$ cat config.mk
export PLATFORM = sky130hd
export DESIGN_NAME = stim_ctrl
export DESIGN_NICKNAME = d
export VERILOG_FILES = /design/src/rtl/stim_pkg.sv /design/src/rtl/stim_ctrl.sv
export SDC_FILE = /design/constraint.sdc
export NUM_CORES = 1
export LEC_CHECK = 0
export BUFFER_PORTS_ARGS = -buffer_cell sky130_fd_sc_hd__buf_2
export CAP_MARGIN = 20
export CORE_AREA = 8 8 45 47
export CTS_BUF_LIST = sky130_fd_sc_hd__clkbuf_8
export DETAILED_ROUTE_END_ITERATION = 10
export DIE_AREA = 0 0 53 55
export HOLD_SLACK_MARGIN = 0.1
export PLACE_DENSITY = 0.74
export SYNTH_ARGS = -nofsm -noshare
export SYNTH_HDL_FRONTEND = slang
export SYNTH_SLANG_ARGS = --single-unit
$ cat constraint.sdc
create_clock -name clk -period 3.5 [get_ports clk]
set_clock_uncertainty 0.05 [all_clocks]
set_input_delay 0.7 -clock clk [delete_from_list [all_inputs] [get_ports clk]]
set_output_delay 0.7 -clock clk [all_outputs]
set_load 0.005 [all_outputs]
$ cat src/rtl/stim_pkg.sv
// ----------------------------------------------------------------------------
// Sorted table package
// Record layout, result status codes and the controller/datapath bundles.
// ----------------------------------------------------------------------------
package stim_pkg;

  localparam int NAME_BYTES = 20;

  localparam logic [2:0] STAT_INSERTED = 3'd0;
  localparam logic [2:0] STAT_MERGED   = 3'd1;
  localparam logic [2:0] STAT_FULL     = 3'd2;
  localparam logic [2:0] STAT_READ_OK  = 3'd3;
  localparam logic [2:0] STAT_RANGE    = 3'd4;

  typedef struct packed {
    logic [63:0]        name_hi;
    logic [63:0]        name_mid;
    logic [31:0]        name_lo;
    logic [31:0]        price;
    logic signed [31:0] amount;
    logic [13:0]        year;
    logic [3:0]         month;
    logic [4:0]         day;
  } rec_t;

  typedef struct packed {
    logic start;
    logic rd_ridx;
    logic res_range;
    logic res_read;
    logic probe;
    logic narrow;
    logic merge;
    logic res_full;
    logic shift_rd;
    logic shift_wr;
    logic insert;
    logic emit;
  } ctrl_cmd_t;

  typedef struct packed {
    logic is_read;
    logic ridx_ok;
    logic search_open;
    logic full;
    logic shift_more;
    logic key_eq;
    logic out_free;
  } dp_stat_t;

endpackage

$ cat src/rtl/stim_ctrl.sv
// ----------------------------------------------------------------------------
// Sorted table controller
// Sequences the binary search, the merge, the shift-up and the indexed read.
// ----------------------------------------------------------------------------
module stim_ctrl (
  input  logic                clk,
  input  logic                rst,
  input  logic                in_valid,
  output logic                in_stall,
  input  stim_pkg::dp_stat_t  st,
  output stim_pkg::ctrl_cmd_t cmd
);

  typedef enum logic [6:0] {
    S_IDLE   = 7'b0000001,
    S_RDWAIT = 7'b0000010,
    S_PROBE  = 7'b0000100,
    S_CMP    = 7'b0001000,
    S_SHRD   = 7'b0010000,
    S_SHWR   = 7'b0100000,
    S_EMIT   = 7'b1000000
  } state_t;

  state_t state;
  state_t state_next;

  always_ff @(posedge clk) begin
    if (rst) begin
      state <= S_IDLE;
    end else begin
      state <= state_next;
    end
  end

  assign in_stall = state != S_IDLE;

  always_comb begin
    cmd        = '0;
    state_next = state;
    unique case (state)
      S_IDLE: begin
        if (in_valid) begin
          cmd.start = 1'b1;
          if (!st.is_read) begin
            state_next = S_PROBE;
          end else if (st.ridx_ok) begin
            cmd.rd_ridx = 1'b1;
            state_next  = S_RDWAIT;
          end else begin
            cmd.res_range = 1'b1;
            state_next    = S_EMIT;
          end
        end
      end
      S_RDWAIT: begin
        cmd.res_read = 1'b1;
        state_next   = S_EMIT;
      end
      S_PROBE: begin
        if (st.search_open) begin
          cmd.probe  = 1'b1;
          state_next = S_CMP;
        end else if (st.full) begin
          cmd.res_full = 1'b1;
          state_next   = S_EMIT;
        end else begin
          state_next = S_SHRD;
        end
      end
      S_CMP: begin
        if (st.key_eq) begin
          cmd.merge  = 1'b1;
          state_next = S_EMIT;
        end else begin
          cmd.narrow = 1'b1;
          state_next = S_PROBE;
        end
      end
      S_SHRD: begin
        if (st.shift_more) begin
          cmd.shift_rd = 1'b1;
          state_next   = S_SHWR;
        end else begin
          cmd.insert = 1'b1;
          state_next = S_EMIT;
        end
      end
      S_SHWR: begin
        cmd.shift_wr = 1'b1;
        state_next   = S_SHRD;
      end
      S_EMIT: begin
        if (st.out_free) begin
          cmd.emit   = 1'b1;
          state_next = S_IDLE;
        end
      end
      default: begin
        state_next = S_IDLE;
      end
    endcase
  end

endmodule

# Word-level counts from Yosys, hierarchy flattened

Index checks and enable logic that the tools add are counted.
Widths: inputs -> output; s select.

Register bits after elaboration: 7
Input bits: 10
Logic and storage cells: 42

Eq/ne operators: 10
Mux-type cells: 30
Reduce and logical (&&, ||, !) cells: 1

Operator list:

| kind               | count |
|---|---|
| $mux 7             | 8 |
| $pmux 7 s7         | 1 |
| $mux 1             | 17 |
| $eq 7x1->1 const B | 1 |
| $eq 7x2->1 const B | 1 |
| $eq 7x3->1 const B | 1 |
| $eq 7x4->1 const B | 1 |
| $eq 7x5->1 const B | 1 |
| $eq 7x6->1 const B | 1 |
| $eq 7x7->1 const B | 1 |
| $ne 7x1->1 const B | 1 |
| $mux 3             | 2 |
| $mux 2             | 2 |
| $ne 2x2->1 const B | 2 |
| $reduce_and 2->1   | 1 |

# Logic depth before layout (Yosys ltp)

Gate-level depths: netlist of run 1.

Depth after elaboration: 4
Gate-level depth with buffers: 6

# Least setup slack after synthesis of run 1

OpenSTA, ideal clock, no wires.

Path kind: register to output
Start point: register state[4]
End point: output cmd[9] (netlist bit)
Arrival time: 1.426 ns
Setup slack: 1.324 ns
Cell stages (with the launch flop): 5
Path buffers: 0
Path through: dfxtp_1 or4_4 nor4b_4 inv_2 nor3_1

RTL lines:

| item                     | line            | RTL |
|---|---|---|
| start: declaration       | stim_ctrl.sv:24 | `state_t state;` |
| start signal: assignment | stim_ctrl.sv:31 | `state <= state_next;` |
| end: declaration         | stim_ctrl.sv:11 | `output stim_pkg::ctrl_cmd_t cmd` |

==> impl_metrics.py, run 1 <==
metrics = {
    "outcome": {
        "status": "complete, no violations",
    },
    "synth": {
        "synth.top_cells.by_count": "nor2_1 (8), dfxtp_1 (7), nor3_1 (4)",
        "synthSimpleGateAreaFrac_pct": 54.73,
        "synth_xor_area_share_pct": 1.617,
        "synth_top_area_share_pct": 25.87,
        "syn_inst": 64,
        "yosys_warnings": 0,
        "yosysTopAreaCell": "dfxtp_1",
        "synthArstFlopShare_pct": 0,
        "ys_seq_area_share_pct": 25.87,
        "syn_area_per_cell_um2": 8.465,
        "synth_cell_types": 35,
        "syn-cell-area_um2": 541.8,
        "yosysMostFrequentCell": "nor2_1",
        "syn_nets": 74,
        "synth_ff_type": "dfxtp_1",
        "ys_ff_latch": 7,
        "synthMuxAreaShare_pct": 0,
        "synth_fa_ha_area_share_pct": 0,
        "synth_top_cells_by_area": "dfxtp_1 (26%), nor4b_4 (8.8%), nor2_1 (5.5%)",
        "synth_top_family_by_area": "simple AND/OR/NAND/NOR gates",
        "synth_edf_count": 0,
        "synth-compound-area-share_pct": 13.39,
    },
    "route": {
        "first_iter_violations": 12,
        "vias_per_cell": 5.481,
        "routed_wl_um": 1319,
        "drt-pass1-iter-count": 4,
        "post-route-drc-count": 0,
        "num_vias": 570,
        "ant_nets": 0,
        "wl_per_cell_um": 12.68,
    },
    "sta": {
        "worstMarginPinSlew_ps": 494.6,
        "finalHoldViolCount": 0,
        "finalSetupViolCount": 0,
        "post-route-period-util_pct": 72.28,
        "worst_slack_ps": 970.2,
        "slew_headroom_pct": 66.72,
        "grt_setup_unrepaired": "no",
        "maxSlewViolCount": 0,
        "final.min_clock_period_ps": 2530,
        "finalSetupTns_ps": 0,
        "fmax_ghz": 0.3953,
    },
    "placed_design": {
        "place_ws_ps": 1202,
        "numPortBuffers": 22,
        "gp_congestion": 0.7162,
        "place_inst": 100,
        "dp_hpwl_um": 1098,
    },
    "layout": {
        "drive_above_1_share_pct": 35.23,
        "largest_reg_flops": 7,
        "num_antenna_cells": 0,
        "top_regs": "state: 7 flops",
        "syn_to_final_growth_pct": 30.02,
        "fin_cells": 104,
        "nNetsFinal": 99,
        "top_register": "state",
    },
    "floorplan": {
        "die_y_um": 55,
        "pin_count": 23,
        "start_util_pct": 39.15,
        "std_cell_rows": 14,
        "die-area_mm2": 0.002915,
        "core_area_mm2": 0.001384,
        "die_w_um": 53,
    },
    "clock_network": {
        "clock-sinks": 7,
        "insertion_delay_ps": 220,
        "h-tree-depth": 1,
        "cts-root-buf": "clkbuf_8",
        "cts_tree": "done",
        "hold_buffers": 0,
        "cts_setup_buffers": 0,
        "numCtsBuffers": 3,
        "clk_pin_slew_worst_paths_ps": 40,
        "cts_resized": 0,
        "cts.path.max_buffers": 2,
    },
    "critical_path": {
        "crit_type": "register to primary output",
        "worst-path-buf-inv": 2,
        "cp.arrival_ps": 1780,
        "path_cells": "or4_4 > nor4b_4 > inv_2 > nor3_1 > buf_2",
        "endpoint_kind": "primary output",
        "cp_slowest_cell": "or4_4",
        "required_ps": 2750,
        "start_kind": "register",
        "crit_path_max_fanout": 7,
        "critical_path.top_delay_family": "simple AND/OR/NAND/NOR gates",
        "slowest_delay_ps": 580,
    },
    "global_routing": {
        "grt_pass1_wl_um": 2083,
        "grt_use_total_pct": 9.529,
        "grt_pass1_vias": 513,
        "overflow": 0,
        "grt_max_degree": 11,
        "antenna_found_initial": 0,
    },
    "worst_hold_path": {
        "min_path_type": "register to register",
    },
    "power_and_ir_drop": {
        "power_leakage_nw": 0.3613,
        "power_density_mw_per_mm2": 335.8,
        "ir_drop_mv": 0.2536,
    },
    "flow_run": {
        "maxCapViolations": 0,
    },
}
final cells by class:
type | instances | area, um^2
clock buffer | 3 | 41.29
clock inverter | 1 | 3.754
fill | 150 | 679.4
inverter | 3 | 11.26
multi-input combinational | 52 | 377.9
sequential | 7 | 140.1
tap | 16 | 20.02
timing repair buffer | 22 | 110.1
worst reg2reg max path, delay by kind of cell, from the launching register on:
family,cells,cell delay (ps)
DFF,1,350
and+or+nand+nor,3,980
AOI/OAI and AO/OA,1,200
buffers and inverters,1,70
routing by layer:
metal | global-route usage, % | part of all wire [%]
met1 | 10.09 | 42
met2 | 16.02 | 50
met3 | 3.743 | 7.0
met4 | 5.172 | 0.61
met5 | 0 | 0
cell families after synthesis:
family                    count (synthesis)
AOI/OAI and AO/OA                        10
buffers and inverters                     5
DFF                                       7
xor gates and xnor gates                  1
and+or+nand+nor                          41
placed cells by master, fill, tap and decap left out, types with 2 or more instances in the layout:
cell,n
nor2_1,8
clkbuf_8,3
nor2b_1,3
and4_1,2
inv_1,3
and2_1,3
nor4_1,2
nor3_1,4
a211oi_1,2
dfxtp_1,7
nand3_1,2
and4b_1,2
nor4b_4,2
buf_2,22
nand2_1,3
through the flow:
step	cell area [um^2]	hold WS [ps]	utilization, %	power [mW]
after global routing	704.4	585.0	50.90	0.2509
after detailed placement	659.4	536.5	47.65	0.1317
after global placement	659.4	530.7	47.65	0.1316
after CTS	704.4	542.6	50.90	0.2419
final	704.4	544.4	50.90	0.2366
after floorplan	541.8	475.8	-	0.1147
path summary, 6_finish.rpt:
check	from	to	slack, ps	cells past startpoint
worst max-delay path	state[4]	cmd[9]	970	5
worst min-delay path	state[5]	state[4]	540	2
worst max register to register	state[4]	state[2]	1770	5
worst min register to register	state[5]	state[4]	540	2
report_power, final:
| part | switching (mW) | internal [mW] | leakage (nW) |
|---|---|---|---|
| Clock | 0.0309 | 0.0754 | 0.0269 |
| Sequential | 0.00507 | 0.0826 | 0.0568 |
| Combinational | 0.0208 | 0.0217 | 0.278 |
| Total | 0.0568 | 0.180 | 0.361 |
(Power assumes the default switching activity.)
==> inputs of run 2 (changes only) <==
--- a/config.mk
+++ b/config.mk
@@ -5,6 +5,7 @@
 export SDC_FILE = /design/constraint.sdc
 export NUM_CORES = 1
 export LEC_CHECK = 0
+export ABC_AREA = 1
 export BUFFER_PORTS_ARGS = -buffer_cell sky130_fd_sc_hd__buf_2
 export CAP_MARGIN = 20
 export CORE_AREA = 8 8 45 47
@@ -12,7 +13,7 @@
 export DETAILED_ROUTE_END_ITERATION = 10
 export DIE_AREA = 0 0 53 55
 export HOLD_SLACK_MARGIN = 0.1
-export PLACE_DENSITY = 0.74
+export PLACE_DENSITY = 0.71
 export SYNTH_ARGS = -nofsm -noshare
 export SYNTH_HDL_FRONTEND = slang
 export SYNTH_SLANG_ARGS = --single-unit
==> constraint.sdc (replaced) <==
create_clock -name clk -period 2.5 [get_ports clk]
set_clock_uncertainty 0.05 [all_clocks]
set_input_delay 0.5 -clock clk [delete_from_list [all_inputs] [get_ports clk]]
set_output_delay 0.5 -clock clk [all_outputs]
set_load 0.005 [all_outputs]
==> run 2 against run 1 <==
  * Sequential power increased by 41%
  * Combinational power grew to 2.6 times the previous value
  * First-iteration DRC count increased by 67%
  * Die area did not move
  * Non-clock buffer count did not move
  * Utilization decreased by 1.5 points
  * Global-route usage up 2.0 points
==> impl_metrics.py, run 2 <==
metrics = {
    "outcome": {
        "status": "complete, no violations",
    },
    "synth": {
        "syn_area_per_cell_um2": 6.047,
        "yosysTopAreaCell": "dfxtp_1",
        "syn_nets": 94,
        "ys_seq_area_share_pct": 27.59,
        "synth_edf_count": 0,
        "syn-cell-area_um2": 508.0,
        "yosysMostFrequentCell": "inv_1",
        "ys_ff_latch": 7,
        "synth_top_area_share_pct": 27.59,
        "synth_ff_type": "dfxtp_1",
        "syn_inst": 84,
        "synth_cell_types": 17,
        "synth.top_cells.by_count": "inv_1 (20), nor2_1 (14), nand2_1 (13)",
        "synthArstFlopShare_pct": 0,
        "synth_top_cells_by_area": "dfxtp_1 (28%), inv_1 (15%), nor2_1 (10%)",
        "yosys_warnings": 0,
    },
    "critical_path": {
        "worst-path-buf-inv": 2,
        "start_kind": "register",
        "required_ps": 1950,
        "path_cells": "inv_1 > nand2_2 > nor2_8 > nand2_2 > nor3_1 > buf_2",
        "crit_path_max_fanout": 9,
        "cp_slowest_cell": "dfxtp_1",
        "reg2regPathDepth": 8,
        "slowest_delay_ps": 300,
        "crit_path_frequent_cell": "nand2_2",
        "critical_path.top_delay_family": "simple AND/OR/NAND/NOR gates",
        "worstSetupPathDepth": 6,
        "crit_type": "register to primary output",
        "endpoint_kind": "primary output",
        "cp.arrival_ps": 1260,
    },
    "global_routing": {
        "grt_pass1_wl_um": 2373,
        "grt_max_degree": 10,
        "overflow": 0,
        "antenna_found_initial": 0,
        "grt_use_total_pct": 11.49,
        "grt_pass1_vias": 571,
    },
    "route": {
        "ant_nets": 0,
        "drt-pass1-iter-count": 4,
        "post-route-drc-count": 0,
        "num_vias": 586,
        "first_iter_violations": 20,
        "routed_wl_um": 1384,
        "vias_per_cell": 4.651,
        "wl_per_cell_um": 10.98,
    },
    "sta": {
        "slew_headroom_pct": 80.51,
        "worstMarginPinSlew_ps": 289.7,
        "maxSlewViolCount": 0,
        "fmax_ghz": 0.5530,
        "post-route-period-util_pct": 72.33,
        "grt_setup_unrepaired": "no",
        "finalSetupViolCount": 0,
        "finalHoldViolCount": 0,
        "finalSetupTns_ps": 0,
        "final.min_clock_period_ps": 1808,
    },
    "power_and_ir_drop": {
        "power_density_mw_per_mm2": 568.7,
        "p_total_mw": 0.3885,
        "ir_drop_mv": 0.2921,
        "power_leakage_nw": 0.4133,
    },
    "layout": {
        "num_antenna_cells": 0,
        "design_area_um2": 683.2,
        "fill_cells": 162,
        "syn_to_final_growth_pct": 34.48,
        "multiInputGateArea_um2": 289.0,
        "seq_area_um2": 140.1,
        "layout_commonest_cell": "buf_2",
        "layout_common_cells": "buf_2 (22), inv_1 (21), nor2_1 (14)",
        "top_register": "state",
        "nNetsFinal": 121,
        "largest_reg_flops": 7,
        "drive_above_1_share_pct": 31.82,
        "top_regs": "state: 7 flops",
    },
    "clock_network": {
        "clk_pin_slew_worst_paths_ps": 40,
        "hold_buffers": 0,
        "cts-root-buf": "clkbuf_8",
        "insertion_delay_ps": 230,
        "h-tree-depth": 1,
        "clock-sinks": 7,
        "cts_resized": 0,
        "cts_tree": "done",
        "numCtsBuffers": 3,
        "cts.path.max_buffers": 2,
        "cts_setup_buffers": 0,
    },
    "floorplan": {
        "std_cell_rows": 14,
        "die_w_um": 53,
        "core_area_mm2": 0.001384,
        "die_y_um": 55,
        "start_util_pct": 36.71,
        "pin_count": 23,
        "die-area_mm2": 0.002915,
    },
    "worst_hold_path": {
        "min_path_type": "primary input to register",
        "whs_path_depth": 2,
    },
    "placed_design": {
        "numPortBuffers": 22,
        "dp_hpwl_um": 1122,
        "gp_congestion": 0.7918,
        "placed_cell_area_um2": 638.1,
    },
    "flow_run": {
        "maxCapViolations": 0,
    },
}
run 2: worst reg2reg max path, stage by stage, from the launching register on:
cell and delay [ps]:
dfxtp_1 300, inv_1 80, nand2_2 100, nor2_8 160
nand3_1 140, nand2_1 110, inv_1 60, nand4_1 90
nand3_1 70
run 2: power breakdown:
group / switching (mW) / internal [mW]
sequential: 0.00447 / 0.119
combinational: 0.0682 / 0.0415
clock: 0.0488 / 0.106
total: 0.121 / 0.267
run 2: area by class of cell:
type / count / area share (%)
clock inverter: 1 / 0.5495
tap: 16 / 2.930
multi-input combinational: 56 / 42.31
clock buffer: 3 / 6.044
inverter: 21 / 11.54
timing repair buffer: 22 / 16.12
sequential: 7 / 20.51
run 2: through the flow:
stage	hold slack (ps)	setup WS (ps)	std cells	utilization, %
CTS	478.9	677.3	126	49.37
floorplan	476.6	1085	84	-
detailed placement	515.9	925.4	122	46.11
finish	485.7	691.7	126	49.37
global placement	518.8	925.0	122	46.11
global route	494.0	558.6	126	49.37
run 2: path summary, 6_finish.rpt:
kind / slack, ps / end / startpoint
setup / recovery: 690 / cmd[10] / state[6]
hold / removal: 490 / state[6] / rst
setup reg to reg: 1230 / state[0] / state[6]
hold reg to reg: 530 / state[5] / state[6]
run 2: logic make-up (layout without fill, tap and decap cells):
family | count (synthesis) | after routing | share of synthesized area [%]
buffers and inverters | 21 | 47 | 15.52
and+or+nand+nor | 52 | 52 | 52.46
DFF | 7 | 7 | 27.59
AOI/OAI and AO/OA | 4 | 4 | 4.433
run 2: per-layer routing:
layer / GRT usage (%) / vias up / wire length [um] / share of wire, %
li1: - / 311 / - / -
met1: 11.28 / 260 / 591 / 43
met2: 18.36 / 13 / 714 / 52
met3: 4.813 / 2 / 59 / 4.3
met4: 10.34 / 0 / 20 / 1.4
met5: 0 / - / 0 / 0
